## config.mk

```make
export PLATFORM = sky130hd
export DESIGN_NAME = aeg128_ctrl
export DESIGN_NICKNAME = d
export VERILOG_FILES = /design/src/hw/rtl/aegis128_authenticated_cipher_macros.svh /design/src/hw/rtl/aeg128_pkg.sv /design/src/hw/rtl/aeg128_ctrl.sv
export SDC_FILE = /design/constraint.sdc
export NUM_CORES = 1
export LEC_CHECK = 0
export ABC_CLOCK_PERIOD_IN_PS = 1990
export BUFFER_PORTS_ARGS = -buffer_cell sky130_fd_sc_hd__clkbuf_2
export CAP_MARGIN = 20
export CORE_AREA = 2 2 44 46
export DETAILED_ROUTE_END_ITERATION = 12
export DIE_AREA = 0 0 46 48
export GPL_ROUTABILITY_DRIVEN = 0
export PLACE_DENSITY_LB_ADDON = 0.25
export SYNTH_ARGS = -nofsm -noshare
export SYNTH_HDL_FRONTEND = slang
export SYNTH_SLANG_ARGS = --single-unit
```

## constraint.sdc

```tcl
create_clock -name clk_i -period 1.99 [get_ports clk_i]
set_input_delay 0.199 -clock clk_i [delete_from_list [all_inputs] [get_ports clk_i]]
set_output_delay 0.199 -clock clk_i [all_outputs]
set_load 0.03 [all_outputs]
```

## src/hw/rtl/aegis128_authenticated_cipher_macros.svh

```systemverilog
// Assertion helpers for the AEGIS-128 engine
`ifndef AEGIS128_AUTHENTICATED_CIPHER_MACROS_SVH
`define AEGIS128_AUTHENTICATED_CIPHER_MACROS_SVH

// implication checked on every rising clock edge, off while in reset
`define AEG_ASSERT_IMP(lbl, ante, cons) \
  lbl: assert property (@(posedge clk_i) disable iff (!rst_ni) (ante) |-> (cons)) \
    else $error("assertion failed");

// implication whose consequent is checked in the following cycle
`define AEG_ASSERT_NEXT(lbl, ante, cons) \
  lbl: assert property (@(posedge clk_i) disable iff (!rst_ni) (ante) |=> (cons)) \
    else $error("assertion failed");

`endif

```

## src/hw/rtl/aeg128_pkg.sv

```systemverilog
// ----------------------------------------------------------------------------
// aeg128_pkg
// Shared types, constants and AES round function for the AEGIS-128 engine.
// ----------------------------------------------------------------------------
package aeg128_pkg;

  localparam logic [1:0] CMD_START  = 2'd0;
  localparam logic [1:0] CMD_AD     = 2'd1;
  localparam logic [1:0] CMD_MSG    = 2'd2;
  localparam logic [1:0] CMD_FINISH = 2'd3;

  localparam logic [2:0] REG_KEY_LO   = 3'd0;
  localparam logic [2:0] REG_KEY_HI   = 3'd1;
  localparam logic [2:0] REG_NONCE_LO = 3'd2;
  localparam logic [2:0] REG_NONCE_HI = 3'd3;
  localparam logic [2:0] REG_MODE     = 3'd4;

  localparam logic [3:0] INIT_ROUNDS = 4'd10;
  localparam logic [3:0] FIN_ROUNDS  = 4'd7;

  localparam logic [127:0] CONST0 = 128'h6279e99059372215_0d08050302010100;
  localparam logic [127:0] CONST1 = 128'hdd28b57342311120_f12fc26d55183ddb;

  // datapath operation
  typedef enum logic [2:0] {
    OP_NONE, OP_LOAD, OP_INIT_UPD, OP_AD_UPD, OP_MSG_UPD, OP_FIN_PREP, OP_FIN_UPD, OP_TAG
  } op_e;

  typedef struct packed {
    op_e        op;
    logic       count;   // bump byte counters
  } dp_cmd_t;

  localparam logic [7:0] SBOX [256] = '{
    8'h63,8'h7c,8'h77,8'h7b,8'hf2,8'h6b,8'h6f,8'hc5,8'h30,8'h01,8'h67,8'h2b,8'hfe,8'hd7,8'hab,8'h76,
    8'hca,8'h82,8'hc9,8'h7d,8'hfa,8'h59,8'h47,8'hf0,8'had,8'hd4,8'ha2,8'haf,8'h9c,8'ha4,8'h72,8'hc0,
    8'hb7,8'hfd,8'h93,8'h26,8'h36,8'h3f,8'hf7,8'hcc,8'h34,8'ha5,8'he5,8'hf1,8'h71,8'hd8,8'h31,8'h15,
    8'h04,8'hc7,8'h23,8'hc3,8'h18,8'h96,8'h05,8'h9a,8'h07,8'h12,8'h80,8'he2,8'heb,8'h27,8'hb2,8'h75,
    8'h09,8'h83,8'h2c,8'h1a,8'h1b,8'h6e,8'h5a,8'ha0,8'h52,8'h3b,8'hd6,8'hb3,8'h29,8'he3,8'h2f,8'h84,
    8'h53,8'hd1,8'h00,8'hed,8'h20,8'hfc,8'hb1,8'h5b,8'h6a,8'hcb,8'hbe,8'h39,8'h4a,8'h4c,8'h58,8'hcf,
    8'hd0,8'hef,8'haa,8'hfb,8'h43,8'h4d,8'h33,8'h85,8'h45,8'hf9,8'h02,8'h7f,8'h50,8'h3c,8'h9f,8'ha8,
    8'h51,8'ha3,8'h40,8'h8f,8'h92,8'h9d,8'h38,8'hf5,8'hbc,8'hb6,8'hda,8'h21,8'h10,8'hff,8'hf3,8'hd2,
    8'hcd,8'h0c,8'h13,8'hec,8'h5f,8'h97,8'h44,8'h17,8'hc4,8'ha7,8'h7e,8'h3d,8'h64,8'h5d,8'h19,8'h73,
    8'h60,8'h81,8'h4f,8'hdc,8'h22,8'h2a,8'h90,8'h88,8'h46,8'hee,8'hb8,8'h14,8'hde,8'h5e,8'h0b,8'hdb,
    8'he0,8'h32,8'h3a,8'h0a,8'h49,8'h06,8'h24,8'h5c,8'hc2,8'hd3,8'hac,8'h62,8'h91,8'h95,8'he4,8'h79,
    8'he7,8'hc8,8'h37,8'h6d,8'h8d,8'hd5,8'h4e,8'ha9,8'h6c,8'h56,8'hf4,8'hea,8'h65,8'h7a,8'hae,8'h08,
    8'hba,8'h78,8'h25,8'h2e,8'h1c,8'ha6,8'hb4,8'hc6,8'he8,8'hdd,8'h74,8'h1f,8'h4b,8'hbd,8'h8b,8'h8a,
    8'h70,8'h3e,8'hb5,8'h66,8'h48,8'h03,8'hf6,8'h0e,8'h61,8'h35,8'h57,8'hb9,8'h86,8'hc1,8'h1d,8'h9e,
    8'he1,8'hf8,8'h98,8'h11,8'h69,8'hd9,8'h8e,8'h94,8'h9b,8'h1e,8'h87,8'he9,8'hce,8'h55,8'h28,8'hdf,
    8'h8c,8'ha1,8'h89,8'h0d,8'hbf,8'he6,8'h42,8'h68,8'h41,8'h99,8'h2d,8'h0f,8'hb0,8'h54,8'hbb,8'h16
  };

  function automatic logic [7:0] xtime(input logic [7:0] x);
    xtime = {x[6:0], 1'b0} ^ (x[7] ? 8'h1b : 8'h00);
  endfunction

  // one AES round without key add; byte i sits at bits [8i+7:8i]
  function automatic logic [127:0] aes_round(input logic [127:0] din);
    logic [7:0] t [16];
    logic [7:0] a0, a1, a2, a3;
    logic [127:0] r;
    for (int c = 0; c < 4; c++) begin
      for (int k = 0; k < 4; k++) begin
        t[k + 4*c] = SBOX[din[8*(k + 4*((c + k) % 4)) +: 8]];
      end
    end
    for (int c = 0; c < 4; c++) begin
      a0 = t[4*c]; a1 = t[4*c+1]; a2 = t[4*c+2]; a3 = t[4*c+3];
      r[8*(4*c)   +: 8] = xtime(a0) ^ xtime(a1) ^ a1 ^ a2 ^ a3;
      r[8*(4*c+1) +: 8] = a0 ^ xtime(a1) ^ xtime(a2) ^ a2 ^ a3;
      r[8*(4*c+2) +: 8] = a0 ^ a1 ^ xtime(a2) ^ xtime(a3) ^ a3;
      r[8*(4*c+3) +: 8] = xtime(a0) ^ a0 ^ a1 ^ a2 ^ xtime(a3);
    end
    aes_round = r;
  endfunction

endpackage

```

## src/hw/rtl/aeg128_ctrl.sv

```systemverilog
// ----------------------------------------------------------------------------
// aeg128_ctrl
// Sequencer: accepts items, issues update steps, holds the result handshake.
// ----------------------------------------------------------------------------
module aeg128_ctrl (
  input  logic                 clk_i,
  input  logic                 rst_ni,
  input  logic                 in_valid_i,
  output logic                 in_ready_o,
  input  logic [1:0]           cmd_i,
  input  logic [4:0]           nbytes_i,
  input  logic                 out_ready_i,
  output logic                 out_valid_o,
  output logic [4:0]           out_nbytes_o,
  output logic                 out_kind_o,
  output aeg128_pkg::dp_cmd_t  dp_cmd_o
);

  localparam logic [2:0] ST_IDLE = 3'd0;
  localparam logic [2:0] ST_INIT = 3'd1;
  localparam logic [2:0] ST_FPRE = 3'd2;
  localparam logic [2:0] ST_FIN  = 3'd3;
  localparam logic [2:0] ST_TAG  = 3'd4;

  logic [2:0] state_q, state_d;
  logic [3:0] cnt_q, cnt_d;
  logic       ovalid_q, ovalid_d;
  logic [4:0] onb_q, onb_d;
  logic       okind_q, okind_d;
  logic       acc;
  logic [4:0] nb;

  // capped byte count
  assign nb = (nbytes_i > 5'd16) ? 5'd16 : nbytes_i;
  // finish needs the output register free before the tag lands
  assign in_ready_o = (state_q == ST_IDLE) && (!ovalid_q || out_ready_i);
  assign acc = in_valid_i && in_ready_o;

  always_comb begin
    state_d  = state_q;
    cnt_d    = cnt_q;
    ovalid_d = ovalid_q && !out_ready_i;
    onb_d    = onb_q;
    okind_d  = okind_q;
    dp_cmd_o = '{op: aeg128_pkg::OP_NONE, count: 1'b0};
    case (state_q)
      ST_IDLE: begin
        if (acc) begin
          case (cmd_i)
            aeg128_pkg::CMD_START: begin
              dp_cmd_o.op = aeg128_pkg::OP_LOAD;
              cnt_d   = aeg128_pkg::INIT_ROUNDS;
              state_d = ST_INIT;
            end
            aeg128_pkg::CMD_AD: begin
              if (nb != 5'd0) dp_cmd_o = '{op: aeg128_pkg::OP_AD_UPD, count: 1'b1};
            end
            aeg128_pkg::CMD_MSG: begin
              if (nb != 5'd0) begin
                dp_cmd_o = '{op: aeg128_pkg::OP_MSG_UPD, count: 1'b1};
                ovalid_d = 1'b1;
                onb_d    = nb;
                okind_d  = 1'b0;
              end
            end
            aeg128_pkg::CMD_FINISH: begin
              dp_cmd_o.op = aeg128_pkg::OP_FIN_PREP;
              cnt_d   = aeg128_pkg::FIN_ROUNDS;
              state_d = ST_FIN;
            end
            default: ;
          endcase
        end
      end
      ST_INIT: begin
        dp_cmd_o.op = aeg128_pkg::OP_INIT_UPD;
        cnt_d = cnt_q - 4'd1;
        if (cnt_q == 4'd1) state_d = ST_IDLE;
      end
      ST_FIN: begin
        dp_cmd_o.op = aeg128_pkg::OP_FIN_UPD;
        cnt_d = cnt_q - 4'd1;
        if (cnt_q == 4'd1) state_d = ST_TAG;
      end
      ST_TAG: begin
        dp_cmd_o.op = aeg128_pkg::OP_TAG;
        ovalid_d = 1'b1;
        onb_d    = 5'd16;
        okind_d  = 1'b1;
        state_d  = ST_IDLE;
      end
      default: state_d = ST_IDLE;
    endcase
  end

  always_ff @(posedge clk_i or negedge rst_ni) begin
    if (!rst_ni) begin
      state_q  <= ST_IDLE;
      cnt_q    <= '0;
      ovalid_q <= 1'b0;
    end else begin
      state_q  <= state_d;
      cnt_q    <= cnt_d;
      ovalid_q <= ovalid_d;
    end
  end

  always_ff @(posedge clk_i) begin
    onb_q   <= onb_d;
    okind_q <= okind_d;
  end

  assign out_valid_o  = ovalid_q;
  assign out_nbytes_o = onb_q;
  assign out_kind_o   = okind_q;

endmodule

```

* Word-level counts from Yosys, hierarchy flattened *
Index checks and enable logic that the tools add are counted.
W data, S select, Z words.

storage, ports and cells
  register bits after elaboration = 14
  output and inout port bits = 12
  word-level logic and storage cells = 63

operators by class
  add/subtract/negate cells = 1
  $lt $le $gt $ge = 1
  equality and inequality tests = 13
  muxes and demuxes = 28
  reduce and logical (&&, ||, !) cells = 15

operators with widths
  operator               number
  $pmux W3 S4            2
  $mux W5                4
  $pmux W4 S2            2
  $mux W3                4
  $mux W4                3
  $pmux W5 S2            1
  $pmux W3 S3            1
  $reduce_and A4 Y1      2
  $mux W1                7
  $ne A2 B2 Y1 const B   3
  $pmux W1 S2            3
  $pmux W3 S2            1
  $gt A5 B5 Y1 const B   1
  $reduce_bool A5 Y1     1
  $eq A2 B2 Y1 const B   2
  $eq A4 B1 Y1 const B   1
  $ne A2 B1 Y1 const B   2
  $reduce_bool A2 Y1     2
  $sub A4 B1 Y4 const B  1
  $eq A3 B1 Y1 const B   1
  $eq A3 B2 Y1 const B   1
  $eq A3 B3 Y1 const B   1
  $logic_and A1 B1 Y1    3
  $logic_not A3 Y1       1
  other kinds (7)        8

* Logic depth before layout (Yosys ltp) *
  word-level depth = 7
  mapped depth = 5
  gate-level depth less buffers = 5

* Worst setup path after synthesis *
OpenSTA, ideal clock, no wires.

  path type = reg2out
  from = register ovalid_q (netlist: out_valid_o)
  to = output dp_cmd_o[2] (netlist bit)
  data arrival time = 1.707 ns
  data required time = 1.791 ns
  slack = 0.084 ns
  stages on the path, launching flop included = 5
  path buffers = 1
  cell sequence = dfrtp_1 -> nand2b_1 -> buf_2 -> nand4b_1 -> o311ai_1

RTL lines
  element                   RTL line            source
  start: declaration        aeg128_ctrl.sv:27   logic ovalid_q, ovalid_d;
  start signal: assignment  aeg128_ctrl.sv:104  ovalid_q <= ovalid_d;
  end: declaration          aeg128_ctrl.sv:16   output aeg128_pkg::dp_cmd_t dp_cmd_o

==> flow_summary.yaml <==
outcome:
  status: "completed"
hold_path:
  min_path_type: "input port to flop"
sta:
  period_minus_slack_ns: 1.89
  fin_tns_setup_ns: 0
  tightestPinTransition_ns: 0.354
  max_freq_ghz: 0.530
  finalHoldViolCount: 0
  setup_viol_count_final: 0
  skew_ns: 0.00865
  slew_violations: 0
  min_period_over_period_pct: 94.7
  rsz0062_at_grt: "false"
  slew_headroom_pct: 76.3
  fin_ws_ns: 0.105
routing:
  dr.pass1.iters: 4
  wl_per_cell_um: 13.7
  routed_wl_um: 1660
  via_count: 679
  drc: 0
  vias_per_cell: 5.61
  drtAntennaViolNets: 0
  drtIter0Drc: 7
power_and_ir_drop:
  p_int_uw: 654
  pwr-share-clk_pct: 16.0
  sw_frac_of_total_pct: 40.4
  pwr-share-comb_pct: 44.4
  p_leak_uw: 0.000460
  power_density_nw_per_um2: 1080
  p_seq_share_pct: 39.5
  ir_worst_vdd_uv: 676
  netSwitchingPower_uw: 444
critical_path:
  r2r_cells: 4
  arrival_ns: 1.69
  crit_chain: "and2b_4, nand4b_1, o311ai_2, buf_4"
  crit_start: "state_q[2]"
  critPathMaxFanout: 7
  cpMaxStageDelayCell: "dfrtp_1"
  start_kind: "flop"
  crit_type: "flop to output pin"
  r2r_end: "out_kind_o"
  max_stage_delay_ns: 0.43
  cp-end-kind: "output pin"
  reg2reg_slack_ns: 0.44
  crit_required_ns: 1.79
  worstReg2RegStart: "state_q[2]"
  cp-endpoint: "dp_cmd_o[2]"
floorplanning:
  coreArea_um2: 1690
  start_util_pct: 48.9
  fp.dieArea_um2: 2210
  ioPinCount: 23
  die_x_um: 46
  num_rows: 15
  die_h_um: 48
grt:
  grt_max_degree: 10
  grt_use_total_pct: 15.8
  grt_pass1_wl_um: 2420
  use_met2_pct: 25.8
  antenna_found_initial: 0
  met3_usage_pct: 4.53
  grtUsageMet1_pct: 18.2
  grt-ovfl-total: 0
  busiest_layer: "met2"
  grt_pass1_vias: 575
synthesis:
  ys_async_sr_fraction_pct: 57.1
  synth_ff_type: "dfrtp_1"
  yosys_register_bits: 14
  synth.distinct_cells: 37
  ys_warn_count: 0
  avgSynthCellArea_um2: 10.7
  syn-num-nets: 94
  synth.cell_area_um2: 826
  synth-edff-count: 6
  yosysSeqAreaShare_pct: 46.1
  syn_inst: 77
clocking:
  h-tree-depth: 1
  post_cts_buffers: 0
  cts_root_buf: "clkbuf_4"
  path_clk_slew_ns: 0.09
  clk_latency_ns: 0.29
  clock_sinks: 14
  cts_buffers: 3
  clk_path_buf_depth: 2
  cts_tree: "done"
finish:
  drive_above_1_share_pct: 36.5
  area_delta_synth_final_pct: 23.0
  nets: 122
  finish.utilization_pct: 60.1
  final_common_cell: "clkbuf_2"
  final_cell_mix: "20 x clkbuf_2, 8 x dfrtp_1, 6 x inv_1, 6 x ha_1, 6 x edfxtp_1"
  finalNonFillerCells: 121
  n_fill_cell: 147
  antenna_cells: 0
place:
  place_hpwl_um: 1250
  pre_cts_slack_ns: 0.373
  portBuffers: 22
  place_inst: 116
flow_run:
  maxCapViolCount: 0
-- critical path, delay by kind of cell (launching register included) --
family          cells  cell delay [ns]
compound gates      1             0.29
buf+inv             1             0.20
flops               1             0.43
simple gates        2             0.48
-- how the worst min path moves through the flow --
stage,from,endpoint,cells past startpoint
final,nbytes_i[2],out_nbytes_o[2],2
after global routing,nbytes_i[3],out_nbytes_o[3],2
after CTS,nbytes_i[2],out_nbytes_o[2],2
after detailed placement,rst_ni,cnt_q[0],1
after global placement,rst_ni,cnt_q[0],1
after floorplan,rst_ni,cnt_q[0],0
-- synth_stat cells, drive strengths merged (2+ instances only) --
cell type / number / area share, %
ha: 6 / 9.1
or3: 2 / 1.5
dfrtp: 8 / 24
edfxtp: 6 / 22
nand3: 3 / 1.8
nor2b: 2 / 1.5
nand2b: 2 / 1.5
o211ai: 2 / 1.8
buf: 2 / 1.2
nand4: 2 / 1.5
nor3b: 2 / 1.8
o311ai: 2 / 3.0
nor2: 4 / 2.4
inv: 7 / 3.2
o21ai: 4 / 2.9
nand2: 4 / 2.1
and2: 4 / 3.0
-- power groups by stage --
| stage | Sequential (uW) | Clock [uW] | Combinational (uW) |
|---|---|---|---|
| 6_report | 434 | 176 | 488 |
| 4_1_cts | 426 | 176 | 472 |
| 2_1_floorplan | 438 | 0 | 340 |
| 3_3_place_gp | 431 | 0 | 466 |
| 5_1_grt | 441 | 190 | 537 |
| 3_5_place_dp | 432 | 0 | 468 |
-- layer usage --
metal	wire length (um)	part of all wire [%]
met1	749	45
met2	797	48
met3	73	4.4
met4	37	2.2
met5	0	0
-- cell type report --
class | instances | area, um2 | area share, %
multi-input cells | 54 | 422 | 41.5
flip-flops and latches | 14 | 380 | 37.4
repair buffers | 25 | 140 | 13.8
clock buffers | 4 | 26.3 | 2.59
inverters | 7 | 26.3 | 2.59
well taps | 17 | 21.3 | 2.09
-- per-stage QoR --
step / hold slack [ns] / instance area (um2) / power (uW)
after floorplan: -0.0966 / 826 / 777
after global placement: 0.0569 / 962 / 897
after detailed placement: 0.0576 / 962 / 900
after CTS: 0.197 / 998 / 1070
after global routing: 0.205 / 1020 / 1170
final: 0.195 / 1020 / 1100
-- cell families (layout without fill, tap and decap cells) --
logic type | after synthesis | after routing | share of synthesized area (%)
compound gates | 17 | 17 | 17.1
flops | 14 | 14 | 46.1
simple gates | 31 | 31 | 23.3
buf+inv | 9 | 36 | 4.39
fa+ha+maj | 6 | 6 | 9.09
-- state kept, by name, indices dropped and copies added (netlist names) --
| register | count |
|---|---|
| out_nbytes_o | 5 |
| out_valid_o | 1 |
| cnt_q | 4 |
| out_kind_o | 1 |
| state_q | 3 |
-- what timing repair did --
item,in CTS,in global routing
hold buffers,1,0
endpoints found under the setup margin,0,3
resized for setup,0,7
endpoints found under the hold margin,8,0
Power figures use the tool's default switching activity.
